--- config.mk ---
export PLATFORM = sky130hd
export DESIGN_NAME = modular_exponentiation
export DESIGN_NICKNAME = d
export VERILOG_FILES = /design/src/design/mexp_pkg.sv /design/src/design/modular_exponentiation.sv
export SDC_FILE = /design/constraint.sdc
export NUM_CORES = 1
export LEC_CHECK = 0
export BUFFER_PORTS_ARGS = -buffer_cell sky130_fd_sc_hd__buf_2
export CORE_MARGIN = 1.5
export CORE_UTILIZATION = 57
export CTS_BUF_LIST = sky130_fd_sc_hd__clkbuf_8
export DETAILED_ROUTE_END_ITERATION = 10
export GPL_TIMING_DRIVEN = 0
export PLACE_DENSITY = 0.8
export SYNTH_ARGS = -nofsm -noshare
export SYNTH_HDL_FRONTEND = slang
export SYNTH_SLANG_ARGS = --single-unit
export TNS_END_PERCENT = 1
--- constraint.sdc ---
create_clock -name aclk -period 6.1 [get_ports aclk]
set_clock_uncertainty 0.1 [all_clocks]
set_input_delay 0.61 -clock aclk [delete_from_list [all_inputs] [get_ports aclk]]
set_output_delay 0.61 -clock aclk [all_outputs]
set_load 0.005 [all_outputs]
--- src/design/mexp_pkg.sv ---
// ----------------------------------------------------------------------------
// mexp_pkg
// Shared types and defaults for the modular exponentiation block.
// ----------------------------------------------------------------------------
package mexp_pkg;

    localparam int unsigned MEXP_WIDTH = 32;

    typedef enum logic [2:0] {
        ST_IDLE,
        ST_REDUCE,
        ST_SQUARE,
        ST_MULTIPLY,
        ST_FINISH
    } mexp_state_t;

endpackage

--- src/design/modular_exponentiation.sv ---
// ----------------------------------------------------------------------------
// modular_exponentiation
// A zero exponent or modulus goes straight to ST_FINISH; otherwise the base is
//   reduced, then each exponent bit, MSB first, squares acc and multiplies if set.
// Throughput: one transaction in flight; set by the single shift-add modular
//   multiplier, which retires one multiplier bit per cycle.
// Reset: aresetn low, synchronous, returns the sequencer to idle and drops m_valid.
// ----------------------------------------------------------------------------
module modular_exponentiation #(
    parameter int unsigned WIDTH = mexp_pkg::MEXP_WIDTH
) (
    input  logic             aclk,
    input  logic             aresetn,
    input  logic             s_valid,
    output logic             s_ready,
    input  logic [WIDTH-1:0] s_base_value,
    input  logic [WIDTH-1:0] s_exponent,
    input  logic [WIDTH-1:0] s_modulus,
    output logic             m_valid,
    input  logic             m_ready,
    output logic [WIDTH-1:0] m_residue
);
    import mexp_pkg::*;

    localparam int unsigned CW = $clog2(WIDTH);

    mexp_state_t state_reg, state_next;

    logic [WIDTH-1:0] base_reg, base_next;
    logic [WIDTH-1:0] exp_reg, exp_next;
    logic [WIDTH-1:0] mod_reg, mod_next;
    logic [WIDTH-1:0] acc_reg, acc_next;
    logic [WIDTH-1:0] mul_a_reg, mul_a_next;
    logic [WIDTH-1:0] r_reg, r_next;
    logic [CW-1:0]    step_reg, step_next;
    logic [CW-1:0]    bit_reg, bit_next;
    logic             out_valid_reg, out_valid_next;
    logic [WIDTH-1:0] out_data_reg, out_data_next;

    // shared multiplier step: r = (2r + a_msb*x) mod m, with r < m and x <= m
    logic [WIDTH-1:0] mul_x;
    logic [WIDTH+1:0] t, mod_ext, mod_dbl, d1, d2;
    logic [WIDTH-1:0] prod;
    logic             step_last, bit_last, out_free;

    always_comb begin
        case (state_reg)
            ST_REDUCE: mul_x = WIDTH'(1);
            ST_SQUARE: mul_x = acc_reg;
            default:   mul_x = base_reg;
        endcase
        mod_ext = {2'b00, mod_reg};
        mod_dbl = {1'b0, mod_reg, 1'b0};
        t  = {1'b0, r_reg, 1'b0} + (mul_a_reg[WIDTH-1] ? {2'b00, mul_x} : '0);
        d1 = t - mod_ext;
        d2 = t - mod_dbl;
        if (t >= mod_dbl) begin
            prod = d2[WIDTH-1:0];
        end else if (t >= mod_ext) begin
            prod = d1[WIDTH-1:0];
        end else begin
            prod = t[WIDTH-1:0];
        end
    end

    assign step_last = (step_reg == CW'(WIDTH - 1));
    assign bit_last  = (bit_reg == '0);
    assign out_free  = !out_valid_reg || m_ready;

    // next state
    always_comb begin
        state_next = state_reg;
        case (state_reg)
            ST_IDLE: begin
                if (s_valid) begin
                    if (s_exponent == '0 || s_modulus == '0) begin
                        state_next = ST_FINISH;
                    end else begin
                        state_next = ST_REDUCE;
                    end
                end
            end
            ST_REDUCE: begin
                if (step_last) begin
                    state_next = ST_SQUARE;
                end
            end
            ST_SQUARE: begin
                if (step_last) begin
                    if (exp_reg[WIDTH-1]) begin
                        state_next = ST_MULTIPLY;
                    end else if (bit_last) begin
                        state_next = ST_FINISH;
                    end
                end
            end
            ST_MULTIPLY: begin
                if (step_last) begin
                    state_next = bit_last ? ST_FINISH : ST_SQUARE;
                end
            end
            ST_FINISH: begin
                if (out_free) begin
                    state_next = ST_IDLE;
                end
            end
            default: state_next = ST_IDLE;
        endcase
    end

    // datapath and outputs
    always_comb begin
        base_next      = base_reg;
        exp_next       = exp_reg;
        mod_next       = mod_reg;
        acc_next       = acc_reg;
        mul_a_next     = mul_a_reg;
        r_next         = r_reg;
        step_next      = step_reg;
        bit_next       = bit_reg;
        out_valid_next = out_valid_reg;
        out_data_next  = out_data_reg;

        if (out_valid_reg && m_ready) begin
            out_valid_next = 1'b0;
        end

        case (state_reg)
            ST_IDLE: begin
                if (s_valid) begin
                    base_next  = s_base_value;
                    exp_next   = s_exponent;
                    mod_next   = s_modulus;
                    mul_a_next = s_base_value;
                    r_next     = '0;
                    step_next  = '0;
                    bit_next   = CW'(WIDTH - 1);
                    acc_next   = (s_exponent == '0) ? WIDTH'(1) : '0;
                end
            end
            ST_REDUCE: begin
                r_next     = prod;
                mul_a_next = mul_a_reg << 1;
                step_next  = step_reg + CW'(1);
                if (step_last) begin
                    base_next  = prod;
                    acc_next   = (mod_reg == WIDTH'(1)) ? '0 : WIDTH'(1);
                    mul_a_next = (mod_reg == WIDTH'(1)) ? '0 : WIDTH'(1);
                    r_next     = '0;
                    step_next  = '0;
                end
            end
            ST_SQUARE, ST_MULTIPLY: begin
                r_next     = prod;
                mul_a_next = mul_a_reg << 1;
                step_next  = step_reg + CW'(1);
                if (step_last) begin
                    acc_next   = prod;
                    mul_a_next = prod;
                    r_next     = '0;
                    step_next  = '0;
                    if (state_reg == ST_MULTIPLY || !exp_reg[WIDTH-1]) begin
                        exp_next = exp_reg << 1;
                        bit_next = bit_reg - CW'(1);
                    end
                end
            end
            ST_FINISH: begin
                if (out_free) begin
                    out_valid_next = 1'b1;
                    out_data_next  = acc_reg;
                end
            end
            default: ;
        endcase
    end

    always_ff @(posedge aclk) begin
        if (!aresetn) begin
            state_reg     <= ST_IDLE;
            out_valid_reg <= 1'b0;
            step_reg      <= '0;
            bit_reg       <= '0;
        end else begin
            state_reg     <= state_next;
            out_valid_reg <= out_valid_next;
            step_reg      <= step_next;
            bit_reg       <= bit_next;
        end
    end

    always_ff @(posedge aclk) begin
        base_reg     <= base_next;
        exp_reg      <= exp_next;
        mod_reg      <= mod_next;
        acc_reg      <= acc_next;
        mul_a_reg    <= mul_a_next;
        r_reg        <= r_next;
        out_data_reg <= out_data_next;
    end

    assign s_ready   = (state_reg == ST_IDLE);
    assign m_valid   = out_valid_reg;
    assign m_residue = out_data_reg;

    // partial product stays reduced while the multiplier runs
    a_partial_reduced: assert property (@(posedge aclk) disable iff (!aresetn)
        (state_reg == ST_REDUCE || state_reg == ST_SQUARE || state_reg == ST_MULTIPLY)
        |-> (r_reg < mod_reg))
        else $error("partial product not below modulus");

    // operands of every square/multiply are residues
    a_operands_reduced: assert property (@(posedge aclk) disable iff (!aresetn)
        (state_reg == ST_SQUARE || state_reg == ST_MULTIPLY)
        |-> (acc_reg < mod_reg && base_reg < mod_reg))
        else $error("exponentiation operand not reduced");

    // an accepted transaction blocks the input until it is finished
    a_busy_after_accept: assert property (@(posedge aclk) disable iff (!aresetn)
        (s_valid && s_ready) |=> !s_ready)
        else $error("input accepted while busy");

endmodule
==> impl_metrics.xml, run 1 <==
<?xml version="1.0" encoding="UTF-8"?>
<metrics>
  <group name="synth">
    <metric name="synth_top_area_frac" unit="">0.427</metric>
    <metric name="post_synth_mux_area_share" unit="">0.0235</metric>
    <metric name="yosys_register_bits" unit="">238</metric>
    <metric name="netlist_instances" unit="">1616</metric>
    <metric name="post-synth-top-area-cell" unit="">sky130_fd_sc_hd__edfxtp_1</metric>
    <metric name="synth_compound_gate_area_share" unit="">0.199</metric>
    <metric name="synth-seq-area-share" unit="">0.444</metric>
    <metric name="syn_area" unit="um^2">15800</metric>
    <metric name="synth-adder-area-share" unit="">0.0816</metric>
    <metric name="synth_async_sr_flop_share" unit="">0</metric>
    <metric name="most_instantiated_cells_after_synthesis" unit="">sky130_fd_sc_hd__edfxtp_1 (224), sky130_fd_sc_hd__nand2_1 (203), sky130_fd_sc_hd__nor2_1 (133)</metric>
    <metric name="synth_simple_gate_area_share" unit="">0.173</metric>
    <metric name="largest_family_of_logic_cells_by_synthesized_area" unit="">compound AO/OA/AOI/OAI gates</metric>
    <metric name="syn-num-nets" unit="">1817</metric>
    <metric name="synth-edff-count" unit="">224</metric>
    <metric name="yosysWarningCount" unit="">0</metric>
    <metric name="synthTopCellsByArea" unit="">sky130_fd_sc_hd__edfxtp_1 (43%), sky130_fd_sc_hd__ha_1 (7.8%), sky130_fd_sc_hd__nand2_1 (4.8%)</metric>
    <metric name="synth.most_common_cell" unit="">sky130_fd_sc_hd__edfxtp_1</metric>
    <metric name="post_synth_xor_area_fraction" unit="">0.0439</metric>
    <metric name="synth.distinct_cells" unit="">84</metric>
    <metric name="post_synth.cell_area_avg" unit="um^2">9.75</metric>
    <metric name="synth_top_flop_cell" unit="">sky130_fd_sc_hd__edfxtp_1</metric>
  </group>
  <group name="clocking">
    <metric name="worst_setup_hold_path_clk_slew" unit="ps">60</metric>
    <metric name="clock-sinks" unit="">238</metric>
    <metric name="num_cts_buffers" unit="">40</metric>
    <metric name="insertion_delay_of_the_later_clocked_pin_in_the_worst_skew_pair" unit="ps">560</metric>
    <metric name="max-clock-path-buffers" unit="">3</metric>
    <metric name="count_of_hold_buffers_inserted_by_post_cts_repair" unit="">0</metric>
    <metric name="clock_tree_from_tritoncts" unit="">built</metric>
    <metric name="clk_root_buffer_cell" unit="">sky130_fd_sc_hd__clkbuf_8</metric>
    <metric name="cts_htree_levels" unit="">2</metric>
  </group>
  <group name="critical_path">
    <metric name="slowest_delay" unit="ps">430</metric>
    <metric name="timing.critical_path.to_type" unit="">register</metric>
    <metric name="cp.arrival" unit="ps">6330</metric>
    <metric name="path_buf_inv" unit="">4</metric>
    <metric name="path_type_of_the_worst_setup_path" unit="">register to register</metric>
    <metric name="timing.critical_path.mode_cell" unit="">sky130_fd_sc_hd__a21oi_2</metric>
    <metric name="worst-endpoint-required" unit="ps">6280</metric>
    <metric name="rr_worst_depth" unit="">27</metric>
    <metric name="startpoint_type" unit="">register</metric>
    <metric name="worst-path-stages" unit="">27</metric>
    <metric name="critical-path-top-delay-family" unit="">compound AO/OA/AOI/OAI gates</metric>
    <metric name="worst_path_slowest_cell" unit="">sky130_fd_sc_hd__ha_2</metric>
    <metric name="worstPathMaxFanout" unit="">10</metric>
  </group>
  <group name="run_status">
    <metric name="violations" unit="">setup timing</metric>
    <metric name="status" unit="">finished with violations</metric>
  </group>
  <group name="sta">
    <metric name="finalWorstPathRequiredPeriod" unit="ps">6160</metric>
    <metric name="fmaxAchievable" unit="MHz">162</metric>
    <metric name="final_hold_violating_endpoints" unit="">0</metric>
    <metric name="post-route-worst-setup-slack" unit="ps">-55.9</metric>
    <metric name="maxSlewHeadroom" unit="">0.235</metric>
    <metric name="rsz0062_at_grt" unit="">true</metric>
    <metric name="final_max_slew_viol_count" unit="">0</metric>
    <metric name="period_share" unit="">1.01</metric>
    <metric name="worst_pin_slew" unit="ps">1150</metric>
    <metric name="setup-violations-final" unit="">31</metric>
  </group>
  <group name="die">
    <metric name="design.die.area" unit="um^2">28700</metric>
    <metric name="placeableCoreArea" unit="um^2">27000</metric>
    <metric name="initial_core_util" unit="">0.583</metric>
    <metric name="dieHeight" unit="um">169</metric>
    <metric name="die_width" unit="um">169</metric>
    <metric name="pin_count" unit="">134</metric>
    <metric name="placementRows" unit="">60</metric>
  </group>
  <group name="cells_and_area">
    <metric name="areaGrowthSynthToFinish" unit="%">21.6</metric>
    <metric name="final_layout_size_suffix_gt1_frac" unit="">0.239</metric>
    <metric name="design_area" unit="um^2">19200</metric>
    <metric name="layout.nets" unit="">2037</metric>
    <metric name="insertedDiodeCount" unit="">0</metric>
    <metric name="post-route-util" unit="">0.709</metric>
  </group>
  <group name="detailed_routing">
    <metric name="routed_via_density" unit="">6.47</metric>
    <metric name="route.detailed.drc" unit="">0</metric>
    <metric name="detailroute.via_count" unit="">14200</metric>
    <metric name="dr.first_iter.drc_count" unit="">1644</metric>
    <metric name="wl_per_cell" unit="um">22.7</metric>
    <metric name="detail_route.first_pass.iterations" unit="">6</metric>
    <metric name="route.final.wire_length" unit="um">50000</metric>
    <metric name="final_antenna_net_count" unit="">0</metric>
  </group>
  <group name="grt">
    <metric name="pin_count_of_the_biggest_net_entering_global_routing" unit="">40</metric>
    <metric name="grt_pass1_wl" unit="um">74800</metric>
    <metric name="antenna_found_initial" unit="">0</metric>
    <metric name="grt.total_usage" unit="">0.341</metric>
    <metric name="first_global_vias" unit="">13600</metric>
    <metric name="grt_ovf" unit="">0</metric>
  </group>
  <group name="min_path">
    <metric name="worst_hold_path.num_cells" unit="">1</metric>
    <metric name="hp-class" unit="">input port to register</metric>
  </group>
  <group name="placement">
    <metric name="buffer_ports.inserted" unit="">133</metric>
    <metric name="dp_hpwl" unit="um">36400</metric>
    <metric name="placedInstanceArea" unit="um^2">16900</metric>
    <metric name="place_ws" unit="ps">-2920</metric>
    <metric name="gp_routability_congestion" unit="">1.00</metric>
  </group>
  <group name="flow_run">
    <metric name="drv_cap" unit="">0</metric>
  </group>
</metrics>
[through the flow]
step	instances	hold WS (ps)	TNS, ps
3_3_place_gp	2090	330	-332580
2_1_floorplan	1616	327	-1010
4_1_cts	2194	132	0
3_5_place_dp	2091	339	-321990
5_1_grt	2204	141	-15460
6_report	2204	150	-844
[kinds of logic after synthesis]
kind of cell	after synthesis
AND/OR/NAND/NOR	573
AO/OA/AOI/OAI	466
flip-flops	238
buffers and inverters	131
adder cells (fa/ha/maj)	101
XOR/XNOR	79
multiplexers	28
[final cells by class]
class	instances	area (um^2)
plain buffers	60	385
clock buffers	40	551
clock inverters	29	204
fillers	1969	7860
inverters	62	233
multi-input cells	1247	9220
flip-flops and latches	238	7010
well taps	341	427
repair buffers	187	1130
[placed cells by master, fill, tap and decap left out, drive strengths merged, types with 10 or more instances in the layout]
cell      n
a21oi   115
nand2   205
dfxtp    14
nor4     29
a211oi   10
and2     21
xnor2    58
and3     11
nor2b    43
o21a     14
nor3     21
or3      11
xor2     21
o21bai   11
a21o     50
nor2    133
a31oi    23
inv      77
ha       98
o31ai    10
a22oi    55
nand2b   30
o21ai    97
o211ai   14
mux2     19
buf     201
nand4    20
edfxtp  224
nand3    26
clkbuf   86
[metal layers]
metal  vias up  track usage  share of wire  wire length [um]
li1       6445            -              -                 -
met1      6707        0.434           0.39             19400
met2       896        0.547           0.46             23100
met3       201       0.0707          0.094              4680
met4         0        0.189          0.057              2840
met5         -            0              0                 0
[timing repair]
action / 4_1_cts / 5_1_grt
setup endpoints to repair: 128 / 128
setup buffers: 41 / 11
pin swaps: 37 / 42
gates resized for setup: 148 / 84
[worst register-to-register path: stages (launching register included)]
cell and delay [ps]:
sky130_fd_sc_hd__dfxtp_2 340, sky130_fd_sc_hd__clkbuf_8 160, sky130_fd_sc_hd__nor2_4 250, sky130_fd_sc_hd__nor2_4 110
sky130_fd_sc_hd__clkbuf_4 230, sky130_fd_sc_hd__a22oi_1 240, sky130_fd_sc_hd__nor2b_1 100, sky130_fd_sc_hd__ha_2 430
sky130_fd_sc_hd__nand4_1 180, sky130_fd_sc_hd__o21ai_0 260, sky130_fd_sc_hd__a31oi_2 100, sky130_fd_sc_hd__a21oi_2 210
sky130_fd_sc_hd__o21ai_2 100, sky130_fd_sc_hd__nand2b_1 100, sky130_fd_sc_hd__a21oi_2 80, sky130_fd_sc_hd__xnor2_2 270
sky130_fd_sc_hd__ha_4 290, sky130_fd_sc_hd__a21o_1 200, sky130_fd_sc_hd__or4_1 400, sky130_fd_sc_hd__a31oi_1 200
sky130_fd_sc_hd__a21oi_2 90, sky130_fd_sc_hd__inv_2 80, sky130_fd_sc_hd__a21oi_2 80, sky130_fd_sc_hd__or3_4 420
sky130_fd_sc_hd__buf_12 180, sky130_fd_sc_hd__mux2_4 320, sky130_fd_sc_hd__a21oi_4 270, sky130_fd_sc_hd__o21ai_1 100
[worst paths after layout]
kind	slack, ps	from	end
setup / recovery	-60	state_reg[0]	base_reg[10]
hold / removal	150	s_modulus[24]	mod_reg[24]
setup reg to reg	-60	state_reg[0]	base_reg[10]
hold reg to reg	350	acc_reg[28]	m_residue[28]
Power of run 1 is left out: the tool's default activity adds up to more than one toggle a clock period on the data nets, which glitch-free logic cannot reach.
==> run 2, diff against run 1 <==
BUFFER_PORTS_ARGS = -buffer_cell sky130_fd_sc_hd__buf_4   (was -buffer_cell sky130_fd_sc_hd__buf_2)
==> impl_metrics.xml, run 2 (synthesis gave the netlist of run 1 again) <==
<?xml version="1.0" encoding="UTF-8"?>
<metrics>
  <group name="die">
    <metric name="initial_core_util" unit="">0.583</metric>
    <metric name="design.die.area" unit="um^2">28700</metric>
    <metric name="dieHeight" unit="um">169</metric>
    <metric name="placementRows" unit="">60</metric>
    <metric name="die_width" unit="um">169</metric>
    <metric name="pin_count" unit="">134</metric>
    <metric name="placeableCoreArea" unit="um^2">27000</metric>
  </group>
  <group name="detailed_routing">
    <metric name="routed_via_density" unit="">6.45</metric>
    <metric name="final_antenna_net_count" unit="">0</metric>
    <metric name="detail_route.first_pass.iterations" unit="">6</metric>
    <metric name="dr.first_iter.drc_count" unit="">1545</metric>
    <metric name="detailroute.via_count" unit="">14300</metric>
    <metric name="route.final.wire_length" unit="um">49900</metric>
    <metric name="route.detailed.drc" unit="">0</metric>
    <metric name="wl_per_cell" unit="um">22.6</metric>
  </group>
  <group name="critical_path">
    <metric name="path_type_of_the_worst_setup_path" unit="">register to register</metric>
    <metric name="worstPathMaxFanout" unit="">10</metric>
    <metric name="cp.arrival" unit="ps">6510</metric>
    <metric name="timing.critical_path.to_type" unit="">register</metric>
    <metric name="setup.reg_to_reg.worst_slack" unit="ps">-220</metric>
    <metric name="startpoint_type" unit="">register</metric>
    <metric name="crit-reg2reg-launch" unit="">state_reg[2]</metric>
    <metric name="rr_endpoint" unit="">base_reg[21]</metric>
    <metric name="rr_worst_depth" unit="">27</metric>
    <metric name="worst-endpoint-required" unit="ps">6290</metric>
  </group>
  <group name="grt">
    <metric name="antenna_found_initial" unit="">0</metric>
    <metric name="grt_ovf" unit="">0</metric>
    <metric name="first_global_vias" unit="">13900</metric>
    <metric name="grt_pass1_wl" unit="um">75600</metric>
    <metric name="pin_count_of_the_biggest_net_entering_global_routing" unit="">36</metric>
    <metric name="grt.total_usage" unit="">0.343</metric>
  </group>
  <group name="sta">
    <metric name="worst_pin_slew" unit="ps">1220</metric>
    <metric name="setup-violations-final" unit="">96</metric>
    <metric name="maxSlewHeadroom" unit="">0.188</metric>
    <metric name="finalWorstPathRequiredPeriod" unit="ps">6320</metric>
    <metric name="post-route-worst-setup-slack" unit="ps">-215</metric>
    <metric name="setup-tns-final" unit="ps">-10140</metric>
    <metric name="period_share" unit="">1.04</metric>
    <metric name="rsz0062_at_grt" unit="">true</metric>
    <metric name="final_hold_violating_endpoints" unit="">0</metric>
    <metric name="final_max_slew_viol_count" unit="">0</metric>
    <metric name="fmaxAchievable" unit="MHz">158</metric>
  </group>
  <group name="cells_and_area">
    <metric name="ff_latch_area" unit="um^2">7020</metric>
    <metric name="design_area" unit="um^2">19500</metric>
    <metric name="most-common-layout-cells" unit="">sky130_fd_sc_hd__edfxtp_1 (224), sky130_fd_sc_hd__nand2_1 (198), sky130_fd_sc_hd__buf_4 (188), sky130_fd_sc_hd__nor2_1 (123), sky130_fd_sc_hd__a21oi_1 (92)</metric>
    <metric name="post-route-util" unit="">0.721</metric>
    <metric name="filler_cell_count" unit="">1935</metric>
    <metric name="areaGrowthSynthToFinish" unit="%">23.7</metric>
    <metric name="multi_input_comb_area" unit="um^2">9170</metric>
    <metric name="layout.cells.most_common" unit="">sky130_fd_sc_hd__edfxtp_1</metric>
    <metric name="layout.nets" unit="">2040</metric>
    <metric name="final_layout_size_suffix_gt1_frac" unit="">0.238</metric>
    <metric name="insertedDiodeCount" unit="">0</metric>
  </group>
  <group name="placement">
    <metric name="dp_hpwl" unit="um">36200</metric>
    <metric name="buffer_ports.inserted" unit="">133</metric>
    <metric name="place_ws" unit="ps">-2640</metric>
    <metric name="gp_routability_congestion" unit="">0.969</metric>
    <metric name="placedInstanceArea" unit="um^2">17200</metric>
  </group>
  <group name="clocking">
    <metric name="clock_tree_from_tritoncts" unit="">built</metric>
    <metric name="cts_htree_levels" unit="">2</metric>
    <metric name="clock-sinks" unit="">238</metric>
    <metric name="count_of_hold_buffers_inserted_by_post_cts_repair" unit="">0</metric>
    <metric name="clk_root_buffer_cell" unit="">sky130_fd_sc_hd__clkbuf_8</metric>
    <metric name="insertion_delay_of_the_later_clocked_pin_in_the_worst_skew_pair" unit="ps">590</metric>
    <metric name="num_cts_buffers" unit="">41</metric>
    <metric name="max-clock-path-buffers" unit="">3</metric>
    <metric name="worst_setup_hold_path_clk_slew" unit="ps">70</metric>
  </group>
  <group name="flow_run">
    <metric name="drv_cap" unit="">0</metric>
  </group>
  <group name="min_path">
    <metric name="worst_hold_path.num_cells" unit="">1</metric>
    <metric name="hold_path_end" unit="">mod_reg[31]</metric>
    <metric name="holdCritStartpoint" unit="">s_modulus[31]</metric>
    <metric name="hp-class" unit="">input port to register</metric>
  </group>
  <group name="run_status">
    <metric name="violations" unit="">setup timing</metric>
    <metric name="status" unit="">finished with violations</metric>
  </group>
</metrics>
## run 2: changes by cell type in the layout (fill, tap and decap cells not counted), moves of 3 or more
cell,change
sky130_fd_sc_hd__buf_4,+137
sky130_fd_sc_hd__buf_2,-133
sky130_fd_sc_hd__o21ai_0,-5
sky130_fd_sc_hd__buf_8,+4
sky130_fd_sc_hd__clkinv_1,+4
sky130_fd_sc_hd__o21ai_2,+4
sky130_fd_sc_hd__buf_6,-3
sky130_fd_sc_hd__ha_4,-3
sky130_fd_sc_hd__nor2b_1,+3
sky130_fd_sc_hd__nor2b_2,-3
sky130_fd_sc_hd__xor2_2,-3
## run 2: stage by stage
| step | instances | hold WS [ps] |
|---|---|---|
| 2_1_floorplan | 1616 | 327 |
| 3_3_place_gp | 2090 | 330 |
| 3_5_place_dp | 2091 | 334 |
| 4_1_cts | 2204 | 103 |
| 5_1_grt | 2213 | 106 |
| 6_report | 2213 | 102 |
## run 2: layout make-up
| cell class | count | share of cell area |
|---|---|---|
| Inverter | 62 | 0.0119 |
| Clock buffer | 41 | 0.0289 |
| Tap cell | 341 | 0.0219 |
| Multi-Input combinational cell | 1247 | 0.470 |
| Timing Repair Buffer | 189 | 0.0756 |
| Buffer | 60 | 0.0205 |
| Sequential cell | 238 | 0.360 |
| Clock inverter | 35 | 0.0111 |
## run 2: how the worst max path moves through the flow
stage	from	slack [ps]	end	depth (start not counted)
after floorplan	state_reg[2]	-40	base_reg[15]	28
after detailed placement	state_reg[2]	-2640	mul_a_reg[24]	29
after global routing	state_reg[2]	-290	base_reg[19]	29
after CTS	state_reg[2]	-20	mul_a_reg[21]	26
final	state_reg[2]	-220	base_reg[21]	27
after global placement	state_reg[2]	-2620	mul_a_reg[24]	29
## run 2: critical path, cell delays in order (launching register included)
cell	delay, ps
sky130_fd_sc_hd__dfxtp_4	370
sky130_fd_sc_hd__nand2b_4	160
sky130_fd_sc_hd__nor2_4	230
sky130_fd_sc_hd__clkbuf_8	190
sky130_fd_sc_hd__buf_4	150
sky130_fd_sc_hd__buf_4	150
sky130_fd_sc_hd__a22oi_1	90
sky130_fd_sc_hd__nor2b_1	190
sky130_fd_sc_hd__ha_4	200
sky130_fd_sc_hd__nand4_1	260
sky130_fd_sc_hd__nor2_2	240
sky130_fd_sc_hd__nand3_1	130
sky130_fd_sc_hd__o211a_1	290
sky130_fd_sc_hd__a21boi_2	210
sky130_fd_sc_hd__o21ai_1	90
sky130_fd_sc_hd__o311ai_2	130
sky130_fd_sc_hd__ha_1	320
sky130_fd_sc_hd__a21o_1	190
sky130_fd_sc_hd__a21o_1	190
sky130_fd_sc_hd__a31o_2	270
sky130_fd_sc_hd__a41o_1	220
sky130_fd_sc_hd__a21oi_2	170
sky130_fd_sc_hd__nand3b_1	160
sky130_fd_sc_hd__or3_4	420
sky130_fd_sc_hd__buf_12	170
sky130_fd_sc_hd__mux2_4	310
sky130_fd_sc_hd__a21oi_4	280
sky130_fd_sc_hd__o21ai_1	90
## run 2: metal layers
layer | routed length (um) | global-route usage
met5 | 0 | 0
met1 | 19300 | 0.436
met2 | 23600 | 0.569
met4 | 2850 | 0.177
met3 | 4150 | 0.0525
## run 2: repair_timing
| action | CTS | global route |
|---|---|---|
| gates cloned | 0 | 0 |
| setup endpoints to repair | 128 | 128 |
| buffers inserted | 43 | 10 |
| gates resized for setup | 150 | 84 |
| pin swaps | 41 | 38 |
Power of run 2 is left out for the same reason.
